**config.mk**
```make
export PLATFORM = sky130hd
export DESIGN_NAME = vdlv_regs
export DESIGN_NICKNAME = d
export VERILOG_FILES = /design/src/hdl/vdlv_pkg.sv /design/src/hdl/vdlv_regs.sv
export SDC_FILE = /design/constraint.sdc
export NUM_CORES = 1
export LEC_CHECK = 0
export BUFFER_PORTS_ARGS = -buffer_cell sky130_fd_sc_hd__buf_2
export CAP_MARGIN = 20
export CORE_MARGIN = 10
export CORE_UTILIZATION = 45
export DETAILED_ROUTE_END_ITERATION = 6
export PLACE_DENSITY = 0.75
export SLEW_MARGIN = 30
export SYNTH_ARGS = -nofsm -noshare
export SYNTH_HDL_FRONTEND = slang
export SYNTH_SLANG_ARGS = --single-unit
export TNS_END_PERCENT = 10
```
**constraint.sdc**
```tcl
create_clock -name i_clk -period 1.4 [get_ports i_clk]
set_clock_uncertainty 0.2 [all_clocks]
set_input_delay 0.07 -clock i_clk [delete_from_list [all_inputs] [get_ports i_clk]]
set_output_delay 0.07 -clock i_clk [all_outputs]
set_load 0.03 [all_outputs]
```
**src/hdl/vdlv_pkg.sv**
```systemverilog
package vdlv_pkg;

    // Field widths.
    localparam int COORD_BITS  = 24;
    localparam int COUNT_BITS  = 16;
    localparam int DIR_BITS    = 16;
    localparam int COS_BITS    = 32;
    localparam int MIN_RATIO_BITS = 17;
    localparam int TOTAL_BITS  = 16;
    localparam int STATUS_BITS = 2;

    // Configuration port.
    localparam int ADDR_BITS = 5;
    localparam int DATA_BITS = 32;

    // Shared multiply-accumulate unit. Wide values are split into 32-bit limbs.
    localparam int LIMB       = 32;
    localparam int OPND_BITS  = LIMB + 1;
    localparam int PROD_BITS  = 2 * OPND_BITS;
    localparam int ACC_BITS   = 128;
    localparam int DIFF_BITS  = COORD_BITS + 1;
    localparam int DOT_BITS   = DIFF_BITS + DIR_BITS + 2;
    localparam int VN_BITS    = 2 * DIR_BITS;
    localparam int DN_BITS    = 2 * DIFF_BITS;
    localparam int P_BITS     = DN_BITS + VN_BITS;
    localparam int R_BITS     = P_BITS + COS_BITS;
    localparam int RATIO_BITS = COUNT_BITS + MIN_RATIO_BITS;

    localparam int STEP_BITS = 5;
    localparam logic [STEP_BITS-1:0] LAST_STEP = STEP_BITS'(22);

    typedef enum logic [2:0] {
        REG_DIR_X,
        REG_DIR_Y,
        REG_DIR_Z,
        REG_COS_SQ,
        REG_MIN_INLIERS,
        REG_MIN_RATIO
    } t_reg;

    typedef enum logic [STATUS_BITS-1:0] {
        STAT_INLIER,
        STAT_OUTLIER,
        STAT_DEGEN
    } t_status;

    typedef enum logic {
        ST_IDLE,
        ST_RUN
    } t_state;

    typedef struct packed {
        logic signed [DIR_BITS-1:0]  dir_x;
        logic signed [DIR_BITS-1:0]  dir_y;
        logic signed [DIR_BITS-1:0]  dir_z;
        logic [COS_BITS-1:0]         cos_sq;
        logic [COUNT_BITS-1:0]       min_inliers;
        logic [MIN_RATIO_BITS-1:0]   min_ratio;
    } t_cfg;

    // Operand sources of the shared multiplier.
    typedef enum logic [4:0] {
        OP_ZERO,
        OP_DX,
        OP_DY,
        OP_DZ,
        OP_VX,
        OP_VY,
        OP_VZ,
        OP_DN_LO,
        OP_DN_HI,
        OP_VN,
        OP_P_LO,
        OP_P_MID,
        OP_P_HI,
        OP_COS,
        OP_DOT_LO,
        OP_DOT_HI,
        OP_DOT_HI2,
        OP_RATIO,
        OP_LINE
    } t_opnd;

    localparam int NUM_OPND = 19;

    // Where the accumulator is saved once a partial result is complete.
    typedef enum logic [2:0] {
        STORE_NONE,
        STORE_RATIO,
        STORE_VN,
        STORE_DN,
        STORE_P,
        STORE_R,
        STORE_DOT
    } t_store;

    typedef struct packed {
        logic        valid;
        t_opnd       a;
        t_opnd       b;
        logic [1:0]  shift;
        logic        clear;
        t_store      store;
    } t_uop;

    localparam t_uop UOP_NOP = '{
        valid: 1'b0, a: OP_ZERO, b: OP_ZERO, shift: 2'd0, clear: 1'b0, store: STORE_NONE
    };

    function automatic t_uop mk_uop(t_opnd a, t_opnd b, logic [1:0] shift, logic clear,
                                    t_store store);
        t_uop u;
        u.valid = 1'b1;
        u.a     = a;
        u.b     = b;
        u.shift = shift;
        u.clear = clear;
        u.store = store;
        return u;
    endfunction

    // Micro-program. A product is registered before it is added into the accumulator,
    // so an empty step separates a stored result from its first use.
    function automatic t_uop micro_op(logic [STEP_BITS-1:0] step);
        t_uop u;
        u = UOP_NOP;
        case (step)
            5'd0:  u = mk_uop(OP_RATIO,  OP_LINE,    2'd0, 1'b1, STORE_RATIO);
            5'd1:  u = mk_uop(OP_VX,     OP_VX,      2'd0, 1'b1, STORE_NONE);
            5'd2:  u = mk_uop(OP_VY,     OP_VY,      2'd0, 1'b0, STORE_NONE);
            5'd3:  u = mk_uop(OP_VZ,     OP_VZ,      2'd0, 1'b0, STORE_VN);
            5'd4:  u = mk_uop(OP_DX,     OP_DX,      2'd0, 1'b1, STORE_NONE);
            5'd5:  u = mk_uop(OP_DY,     OP_DY,      2'd0, 1'b0, STORE_NONE);
            5'd6:  u = mk_uop(OP_DZ,     OP_DZ,      2'd0, 1'b0, STORE_DN);
            5'd8:  u = mk_uop(OP_DN_LO,  OP_VN,      2'd0, 1'b1, STORE_NONE);
            5'd9:  u = mk_uop(OP_DN_HI,  OP_VN,      2'd1, 1'b0, STORE_P);
            5'd11: u = mk_uop(OP_P_LO,   OP_COS,     2'd0, 1'b1, STORE_NONE);
            5'd12: u = mk_uop(OP_P_MID,  OP_COS,     2'd1, 1'b0, STORE_NONE);
            5'd13: u = mk_uop(OP_P_HI,   OP_COS,     2'd2, 1'b0, STORE_R);
            5'd14: u = mk_uop(OP_DX,     OP_VX,      2'd0, 1'b1, STORE_NONE);
            5'd15: u = mk_uop(OP_DY,     OP_VY,      2'd0, 1'b0, STORE_NONE);
            5'd16: u = mk_uop(OP_DZ,     OP_VZ,      2'd0, 1'b0, STORE_DOT);
            5'd18: u = mk_uop(OP_DOT_LO, OP_DOT_LO,  2'd0, 1'b1, STORE_NONE);
            5'd19: u = mk_uop(OP_DOT_LO, OP_DOT_HI2, 2'd1, 1'b0, STORE_NONE);
            5'd20: u = mk_uop(OP_DOT_HI, OP_DOT_HI,  2'd2, 1'b0, STORE_NONE);
            default: u = UOP_NOP;
        endcase
        return u;
    endfunction

endpackage

```
**src/hdl/vdlv_regs.sv**
```systemverilog
module vdlv_regs (
    input  logic                            i_clk,
    input  logic                            i_rst_n,
    input  logic                            psel,
    input  logic                            penable,
    input  logic                            pwrite,
    input  logic [vdlv_pkg::ADDR_BITS-1:0]  paddr,
    input  logic [vdlv_pkg::DATA_BITS-1:0]  pwdata,
    output logic [vdlv_pkg::DATA_BITS-1:0]  prdata,
    output logic                            pready,
    output vdlv_pkg::t_cfg                  o_cfg
);
    import vdlv_pkg::*;

    t_cfg r_cfg;
    t_reg idx;
    logic wr_en;

    assign idx    = t_reg'(paddr[ADDR_BITS-1:2]);
    assign wr_en  = psel & penable & pwrite;
    assign pready = 1'b1;
    assign o_cfg  = r_cfg;

    always_ff @(posedge i_clk) begin
        if (!i_rst_n) begin
            r_cfg.dir_x       <= '0;
            r_cfg.dir_y       <= '0;
            r_cfg.dir_z       <= DIR_BITS'(32767);
            r_cfg.cos_sq      <= COS_BITS'(32'hD000_0000);
            r_cfg.min_inliers <= COUNT_BITS'(2);
            r_cfg.min_ratio   <= MIN_RATIO_BITS'(32768);
        end else if (wr_en) begin
            case (idx)
                REG_DIR_X:       r_cfg.dir_x       <= pwdata[DIR_BITS-1:0];
                REG_DIR_Y:       r_cfg.dir_y       <= pwdata[DIR_BITS-1:0];
                REG_DIR_Z:       r_cfg.dir_z       <= pwdata[DIR_BITS-1:0];
                REG_COS_SQ:      r_cfg.cos_sq      <= pwdata[COS_BITS-1:0];
                REG_MIN_INLIERS: r_cfg.min_inliers <= pwdata[COUNT_BITS-1:0];
                REG_MIN_RATIO:   r_cfg.min_ratio   <= pwdata[MIN_RATIO_BITS-1:0];
                default: ;
            endcase
        end
    end

    always_comb begin
        case (idx)
            REG_DIR_X:       prdata = DATA_BITS'(r_cfg.dir_x);
            REG_DIR_Y:       prdata = DATA_BITS'(r_cfg.dir_y);
            REG_DIR_Z:       prdata = DATA_BITS'(r_cfg.dir_z);
            REG_COS_SQ:      prdata = DATA_BITS'(r_cfg.cos_sq);
            REG_MIN_INLIERS: prdata = DATA_BITS'(r_cfg.min_inliers);
            REG_MIN_RATIO:   prdata = DATA_BITS'(r_cfg.min_ratio);
            default:         prdata = '0;
        endcase
    end

endmodule

```
==> results.toml, run 1 <==
[layout]
drive_gt1_share_pct = 43.3
final_cell_mix = "150 x buf_2, 121 x nand2_1, 112 x mux2i_1, 92 x dfxtp_1, 61 x buf_4"
finish.utilization_pct = 70.2
diodes = 0
syn2layout_area_growth_pct = 51.1
design_area_um2 = 8110
largest_reg_flops = 113
fin_nets = 851
final_common_cell = "buf_2"

[setup_path]
worstPathCellList = "mux2i_4 > o32ai_4 > buf_6 > a21o_1 > buf_6"
cp_max_fo = 10
critical-path-slowest-cell = "dfxtp_4"
timing.critical_path.buf_inv = 2
required_ns = 1.13
slowest_delay_ns = 0.35
endpoint_kind = "primary output"
arrival_ns = 1.59
crit_family = "compound AO/OA/AOI/OAI gates"
critical_path.most_common_cell = "buf_6"
path_class = "reg -> out"
start_kind = "flip-flop"

[cts]
cts_setup_buffers = 0
cts_tree = "done"
htree_levels = 4
insertion_delay_ns = 0.41
clk_pin_slew_ns = 0.05
cts_buffers = 17
cts_root_buffer = "clkbuf_16"
clkSinkCount = 113
clockBufferDepth = 2

[synth]
synth.avg_cell_area_um2 = 9.66
synthCells = 556
ys_ff_latch = 113
yosysUniqueCellTypes = 36
yosys.area_share.simple_pct = 12.8
yosys_warnings = 0
synth_xor_area_share_pct = 0
syn-num-nets = 598
synth_top_family_by_area = "multiplexers"
synth_fa_ha_area_share_pct = 0
synth_mux_area_share_pct = 25.0
ys_seq_area_share_pct = 42.1
synthesis.area_um2 = 5370
synth-compound-area-share_pct = 12.6

[run_status]
violations = "setup timing"
status = "finished with violations"

[place]
gp_congestion = 0.879
dp_slack_ns = -0.239
placed_cell_area_um2 = 6920
place_hpwl_mm = 13.4
port_buffers = 184

[global_route]
gr-usage-all-layers_pct = 22.4
grt_pass1_wl_mm = 29.5
grt_max_degree = 66
grt_overflow_total = 0
grt_pass1_vias = 5474
antenna_found_initial = 0

[power_and_ir_drop]
power.density_nw_per_um2 = 1020
p_leak_nw = 3.64
ir_drop_mv = 0.736
p_total_mw = 8.26

[floorplanning]
core-area_um2 = 11600
dieArea_um2 = 16700
initial_core_util_pct = 46.4
num_rows = 39
dieWidth_um = 129
fp.dieH_um = 129
ioPinCount = 188

[sta]
hold_viol = 0
tns_ns = -11.44
finalCriticalPeriod_ns = 1.86
setup_ws_ns = -0.460
fin_crit_sh_pct = 133
max_freq_mhz = 538
maxSlewViolCount = 0
setup_viol_count_final = 32
rsz0062_at_grt = "true"

[route]
initialDrtViolationCount = 321
drc = 0
dr.pass1.iters = 4
viasPerCell = 5.42
wl_per_cell_um = 19.6
route.vias.total = 5234
wl_mm = 18.9
drtAntennaViolNets = 0

[flow_run]
drv_cap = 0

[min_path]
hold_class = "in -> reg"
-- synthesized netlist by cell type --
library cell  instances  area (um2)
nand2_1             126         473
mux2i_1             114        1140
dfxtp_1             113        2260
inv_1                19        71.3
clkbuf_1             18        67.6
mux2_2               18         203
a21o_1               16         120
buf_4                11        82.6
buf_6                11         124
o21ai_0              11        55.1
a22oi_1              10        75.1
o21ai_1              10        50.1
o311ai_1             10        87.6
o311ai_0              8        70.1
a21oi_1               6        30.0
a221oi_1              6        52.6
buf_2                 6        30.0
nor2_1                6        22.5
nor2b_1               6        37.5
nand2b_1              4        25.0
nor2_8                4        80.1
o22ai_1               4        25.0
a311o_1               3        30.0
o22a_1                3        26.3
o221ai_1              2        17.5
a22o_1                1        8.76
and2_0                1        6.26
buf_1                 1        3.75
buf_8                 1        15.0
clkbuf_2              1        5.00
conb_1                1        3.75
nand4_1               1        6.26
nand4b_4              1        23.8
nor2_2                1        6.26
o32ai_4               1        27.5
or2_1                 1        6.26
-- report_power, final --
group          internal (mW)  switching [mW]  leakage (nW)
Sequential              3.25          0.0227         0.920
Combinational          0.397           0.532          2.44
Clock                   2.66            1.41         0.281
-- worst reg2reg max path, delay by kind of cell (launching register included) --
kind,cells,cell delay [ns]
DFF,1,0.33
AOI/OAI and AO/OA,2,0.21
buffers and inverters,1,0.14
-- cell families (layout without fill, tap and decap cells) --
kind of cell,Yosys count,after routing
and+or+nand+nor,151,151
muxes,132,132
DFF,113,113
AOI/OAI and AO/OA,91,91
buffers and inverters,68,334
other,1,1
-- metal layers --
metal  routed length, um  vias to the layer above  part of all wire (%)  GRT usage [%]
met5                   0                        -                     0              0
met4                 456                        0                   2.4           9.10
met3                1850                       44                   9.8           7.63
met2                8930                      252                    47           37.7
met1                7640                     2484                    40           25.5
li1                    -                     2454                     -              -
-- cell type report --
cell class	count	area, um2
Fill cell	842	3450
Timing Repair Buffer	283	2100
Clock buffer	27	513
Sequential cell	113	2290
Tap cell	143	179
Multi-Input combinational cell	375	2900
Inverter	19	75.1
Clock inverter	5	50.0
-- what timing repair did --
| item | CTS | global route |
|---|---|---|
| pin swaps | 4 | 1 |
| hold endpoints to repair | 113 | 0 |
| setup endpoints to repair | 32 | 43 |
| gates resized for setup | 81 | 15 |
| hold buffers | 33 | 0 |
-- stage by stage --
stage	hold WS (ns)	std cells
after floorplan	0.0122	556
after global placement	0.119	900
after detailed placement	0.129	900
after CTS	0.0693	965
after global routing	0.119	965
final	0.0913	965
-- path summary, 6_finish.rpt --
check	startpoint	end	slack, ns	cells past startpoint
hold / removal	pwrite	o_cfg[15]$_SDFFE_PN1P_	0.09	4
setup reg to reg	o_cfg[65]$_SDFFE_PN1P_	o_cfg[65]$_SDFFE_PN1P_	0.38	3
hold reg to reg	o_cfg[10]$_SDFFE_PN0P_	o_cfg[10]$_SDFFE_PN0P_	0.27	2
setup / recovery	o_cfg[80]$_SDFFE_PN0P_	prdata[27]	-0.46	5
Note: power is estimated with default switching activity, not from simulation.
==> inputs of run 2 (changes only) <==
CORE_UTILIZATION = 47   (was 45)
CTS_BUF_LIST = sky130_fd_sc_hd__clkbuf_8   (was default)
PLACE_DENSITY = 0.78   (was 0.75)
==> run 2 against run 1 <==
Against the previous run: the flow still finishes with violations (setup timing); cell count increased by 2.7%; core utilization rose by 5.7 points; non-clock buffer count up 32; critical path depth unchanged; setup slack got worse by 0.067 ns.
==> results.toml, run 2 (same netlist as run 1, synthesis figures left out) <==
[sta]
rsz0062_at_grt = "true"
setup_ws_ns = -0.527
fin_crit_sh_pct = 138
finalCriticalPeriod_ns = 1.93
setup_viol_count_final = 32
tns_ns = -12.46
worstMarginPinSlew_ns = 0.837
max_freq_mhz = 519
maxSlewViolCount = 0
slew_headroom_pct = 44.1
hold_viol = 0

[place]
port_buffers = 184
dp_cells = 889
place_hpwl_mm = 13.1
gp_congestion = 0.862

[global_route]
gr-usage-all-layers_pct = 24.6
grt_pass1_vias = 5855
grt_max_degree = 59
antenna_found_initial = 0
grt_pass1_wl_mm = 31.9
grt_overflow_total = 0

[floorplanning]
core-area_um2 = 11000
initial_core_util_pct = 48.7
fp.dieH_um = 127
dieArea_um2 = 16100
ioPinCount = 188
dieWidth_um = 127
num_rows = 38

[layout]
num-fill-cells = 702
drive_gt1_share_pct = 43.8
final_common_cell = "buf_2"
diodes = 0
final_cell_mix = "141 x buf_2, 124 x nand2_1, 112 x mux2i_1, 69 x dfxtp_1, 59 x dlygate4sd3_1"
syn2layout_area_growth_pct = 55.7
finish.utilization_pct = 75.8
largest_reg_flops = 113
fin_nets = 883
instances_no_fill = 991

[cts]
htree_levels = 4
clkSinkCount = 113
cts_buffers = 17
clockBufferDepth = 2
cts_root_buffer = "clkbuf_8"
clk_pin_slew_ns = 0.07
cts_tree = "done"
insertion_delay_ns = 0.44

[route]
drc = 0
met2WireLength_mm = 9.94
wl_per_cell_um = 20.7
route.vias.total = 5539
wl_met1_mm = 8.22
drtAntennaViolNets = 0
viasPerCell = 5.59
initialDrtViolationCount = 285
dr_wl_met3_mm = 1.91
dr.pass1.iters = 5
routed.top_layer = "met4"
wl_mm = 20.5

[setup_path]
start_kind = "flip-flop"
required_ns = 1.13
rrSetupSlack_ns = 0.01
cp_max_fo = 16
endpoint_kind = "primary output"
path_class = "reg -> out"
arrival_ns = 1.66

[run_status]
status = "finished with violations"
violations = "setup timing"

[power_and_ir_drop]
p_leak_nw = 3.71
p_total_mw = 7.20
ir_drop_mv = 0.916
power.density_nw_per_um2 = 861

[min_path]
hold_class = "in -> reg"

[flow_run]
drv_cap = 0
[run 2: what timing repair did]
action,4_1_cts,5_1_grt
hold buffers,73,1
setup buffers,0,3
gates resized for setup,92,54
endpoints found under the hold margin,113,4
pin swaps,3,1
endpoints found under the setup margin,35,145
[run 2: layout make-up]
cell class              instances  area, um2  share of cell area, %
flip-flops and latches        113       2320                   27.8
clock inverters                 9       93.8                   1.12
clock buffers                  20        275                   3.29
well taps                     140        175                   2.09
inverters                      19       71.3                  0.853
multi-input cells             375       2910                   34.8
repair buffers                315       2510                   30.1
[run 2: critical path, cell delays in order (launching register included)]
cell and delay [ns]:
dfxtp_4 0.36, mux2i_4 0.07, o32ai_4 0.28, buf_12 0.21
a21o_1 0.15, buf_6 0.15
[run 2: metrics by stage]
stage / cell area, um2 / hold WS (ns) / worst slack [ns]
floorplan: 5470 / 0.0122 / -0.166
global placement: 6910 / 0.119 / -0.262
detailed placement: 6910 / 0.124 / -0.310
CTS: 8270 / 0.0181 / -0.507
global route: 8360 / 0.0490 / -0.590
finish: 8360 / 0.0555 / -0.527
[run 2: final timing paths]
| check | start | endpoint | depth (start not counted) |
|---|---|---|---|
| setup reg to reg | o_cfg[34]$_SDFFE_PN0P_ | o_cfg[34]$_SDFFE_PN0P_ | 3 |
| setup / recovery | o_cfg[112]$_SDFFE_PN0P_ | prdata[25] | 5 |
| hold / removal | i_rst_n | o_cfg[87]$_SDFFE_PN0P_ | 4 |
| hold reg to reg | o_cfg[45]$_SDFFE_PN0P_ | o_cfg[45]$_SDFFE_PN0P_ | 2 |
[run 2: power breakdown]
group	total (mW)	switching, mW	internal (mW)
clock network	2.96	1.30	1.66
registers	3.26	0.0239	3.24
logic	0.979	0.554	0.425
total	7.20	1.88	5.32
[run 2: layer usage]
metal  vias up  GRT usage, %
li1       2511             -
met1      2676          28.1
met2       313          40.7
met3        39          8.37
met4         0          10.8
met5         -             0
==> inputs of run 3 (changes only) <==
BUFFER_PORTS_ARGS = default   (was -buffer_cell sky130_fd_sc_hd__buf_2)
CORE_UTILIZATION = 59   (was 47)
DONT_BUFFER_PORTS = 1   (was default)
GPL_ROUTABILITY_DRIVEN = 1   (was default)
PLACE_DENSITY = 0.77   (was 0.78)
clock period = 1.55 ns   (was 1.4 ns; I/O delays follow)
==> run 3 against run 2 <==
Against the previous run: the flow now stops in global routing; area after synthesis unchanged; synthesized cell count unchanged.
==> results.toml, run 3 <==
[synth]
synthesis.area_um2 = 5370
yosysUniqueCellTypes = 36
synth.avg_cell_area_um2 = 9.66
dominantRegCellSynth = "dfxtp_1"
yosys.area.top_type = "dfxtp_1"
synth_edf_count = 0
yosys_warnings = 0
ys_seq_area_share_pct = 42.1
syn-num-nets = 598
async_flop_share_pct = 0
ys_top_cells_by_area = "dfxtp_1 42%, mux2i_1 21%, nand2_1 8.8%, mux2_2 3.8%, buf_6 2.3%"
synthCells = 556
synth.most_common_cell = "nand2_1"
synth_commonest_cells = "126 x nand2_1, 114 x mux2i_1, 113 x dfxtp_1, 19 x inv_1"
ys_ff_latch = 113
yosysTopAreaCellShare_pct = 42.1

[run_status]
stop_stage = "global routing"
stop_error = "[ERROR DPL-0038] Utilization greater than 100%, impossible to legalize"
status = "aborted with a tool error"

[global_route]
grt_max_degree = 85

[floorplanning]
fp.dieH_um = 115
initial_core_util_pct = 61.0
num_rows = 34
dieWidth_um = 115
ioPinCount = 188

[cts]
clockBufferDepth = 2
cts_buffers = 17
htree_levels = 4
cts_setup_buffers = 0
clkSinkCount = 113
cts_root_buffer = "clkbuf_8"

[place]
dp_cells = 773
port_buffers = 0
gp_congestion = 0.887
place_hpwl_mm = 12.2

[sta]
worstEndpointType = "top-level output"
repair-timing-grt-worst-ep = "prdata[25]"
## run 3: cell counts after synthesis
Identical to the previous run, type by type.
## run 3: through the flow
step                      setup TNS (ns)  util, %  instance area, um2  worst slack (ns)
after floorplan                   -0.612        -                5380            -0.100
after global placement                 0     74.2                6530             0.134
after detailed placement               0     74.2                6530             0.102
after CTS                         -10.83     96.7                8510            -0.314
## run 3: logic make-up after synthesis
| family | synth area share, % |
|---|---|
| AO/OA/AOI/OAI | 12.6 |
| flip-flops | 42.1 |
| AND/OR/NAND/NOR | 12.8 |
| buffers and inverters | 7.43 |
| multiplexers | 25.0 |
| other | 0.0698 |
## run 3: repair_timing
action,in CTS
cloned,0
hold endpoints to repair,113
gates resized for setup,32
hold buffers,148
endpoints found under the setup margin,32
pin swaps,2
==> inputs of run 4 (changes only) <==
CORE_UTILIZATION = 40   (was 59)
CTS_BUF_LIST = default   (was sky130_fd_sc_hd__clkbuf_8)
PLACE_DENSITY = default   (was 0.77)
PLACE_DENSITY_LB_ADDON = 0.15   (was default)
clock period = 2 ns   (was 1.55 ns; I/O delays follow)
==> run 4 against run 3 <==
Against the previous run: the run now ends clean.
==> results.toml, run 4 (same netlist as run 1, synthesis figures left out) <==
[cts]
cts_buffers = 17
clkSinkCount = 113
clockBufferDepth = 2
cts_tree = "done"
htree_levels = 4
insertion_delay_ns = 0.41
cts_root_buffer = "clkbuf_16"
clk_pin_slew_ns = 0.05

[floorplanning]
core-area_um2 = 13200
initial_core_util_pct = 40.7
dieArea_um2 = 18500
ioPinCount = 188
dieWidth_um = 136
fp.dieH_um = 136
num_rows = 42

[setup_path]
cp_max_fo = 8
endpoint_kind = "primary output"
required_ns = 1.70
path_class = "reg -> out"
start_kind = "flip-flop"
arrival_ns = 1.66

[power_and_ir_drop]
netSwitchingFraction_pct = 21.7
ir_drop_mv = 0.518
cell_internal_pwr_mw = 4.87
p_leak_nw = 3.11
combPwrFrac_pct = 7.5
pwr-share-clk_pct = 55.4
power.density_nw_per_um2 = 805
power.net_switching_mw = 1.35
seqPwrFrac_pct = 37.1

[layout]
multi_input_area_um2 = 2720
seqCellArea_um2 = 2280
largest_reg_flops = 113
diodes = 0
design_area_um2 = 7720
drive_gt1_share_pct = 22.3
fin_nets = 755
syn2layout_area_growth_pct = 43.8
num-fill-cells = 1146
final_common_cell = "nand2_1"
final_cell_mix = "126 x nand2_1, 113 x mux2i_1, 102 x dfxtp_1, 93 x dlygate4sd3_1, 82 x buf_4"

[sta]
worstMarginPinSlew_ns = 0.660
rsz0062_at_grt = "true"
max_freq_mhz = 510
fin_crit_sh_pct = 98.1
slew_headroom_pct = 56.0
setup_viol_count_final = 0
hold_slack_ns = 0.0408
finalCriticalPeriod_ns = 1.96
hold_viol = 0
tns_ns = 0
maxSlewViolCount = 0

[global_route]
antenna_found_initial = 0
grt_overflow_total = 0
grt_pass1_wl_mm = 29.5
grt_pass1_vias = 4983
grt_max_degree = 85
gr-usage-all-layers_pct = 20.7

[run_status]
status = "finished, final reports clean"

[route]
drc = 0
wl_mm = 19.4
viasPerCell = 5.35
route.vias.total = 4828
wl_per_cell_um = 21.5
drtAntennaViolNets = 0
initialDrtViolationCount = 291
dr.pass1.iters = 6

[place]
placed_cell_area_um2 = 6060
place_hpwl_mm = 11.9
port_buffers = 0
gp_congestion = 0.777

[flow_run]
drv_cap = 0

[min_path]
hold_class = "in -> reg"
run 4: routing by layer:
| layer | global-route usage [%] | share of wire (%) |
|---|---|---|
| met1 | 22.4 | 38 |
| met2 | 34.6 | 49 |
| met3 | 9.70 | 11 |
| met4 | 7.46 | 1.7 |
| met5 | 0 | 0 |
run 4: what timing repair did:
action	CTS	global route
setup buffers	1	0
gates resized for setup	4	12
pin swaps	1	1
hold buffers	94	0
endpoints found under the setup margin	10	16
endpoints found under the hold margin	113	0
run 4: final cells by class:
cell class	count	share of cell area [%]
clock buffer	21	5.96
inverter	19	0.924
tap	176	2.85
multi-input combinational	375	35.2
timing repair buffer	187	22.9
sequential	113	29.5
clock inverter	11	2.69
run 4: path summary, 6_finish.rpt:
check / from / to / slack (ns) / depth (start not counted)
setup reg to reg: o_cfg[15]$_SDFFE_PN1P_ / o_cfg[15]$_SDFFE_PN1P_ / 0.32 / 3
hold reg to reg: o_cfg[105]$_SDFFE_PN0P_ / o_cfg[105]$_SDFFE_PN0P_ / 0.35 / 2
hold / removal: penable / o_cfg[105]$_SDFFE_PN0P_ / 0.04 / 3
setup / recovery: o_cfg[80]$_SDFFE_PN0P_ / prdata[15] / 0.04 / 5
run 4: through the flow:
step / utilization, % / cells / setup WS (ns) / total power, mW
3_3_place_gp: 46.0 / 775 / 0.344 / 2.70
4_1_cts: 58.4 / 902 / 0.0136 / 6.25
6_report: 58.5 / 902 / 0.0383 / 6.21
2_1_floorplan: - / 556 / 0.268 / 2.67
5_1_grt: 58.5 / 902 / -0.0252 / 6.38
3_5_place_dp: 46.0 / 775 / 0.311 / 2.70
run 4: power groups by stage:
stage	logic (mW)	registers [mW]	clock network (mW)
4_1_cts	0.465	2.31	3.48
2_1_floorplan	0.299	2.37	0
3_5_place_dp	0.351	2.35	0
6_report	0.464	2.31	3.44
5_1_grt	0.500	2.31	3.58
3_3_place_gp	0.346	2.35	0
run 4: worst max-delay path: stages, from the launching register on:
cell and delay (ns):
dfxtp_1 0.32, mux2i_2 0.22, o32ai_4 0.13, buf_6 0.15, a311o_1 0.28, buf_6 0.15
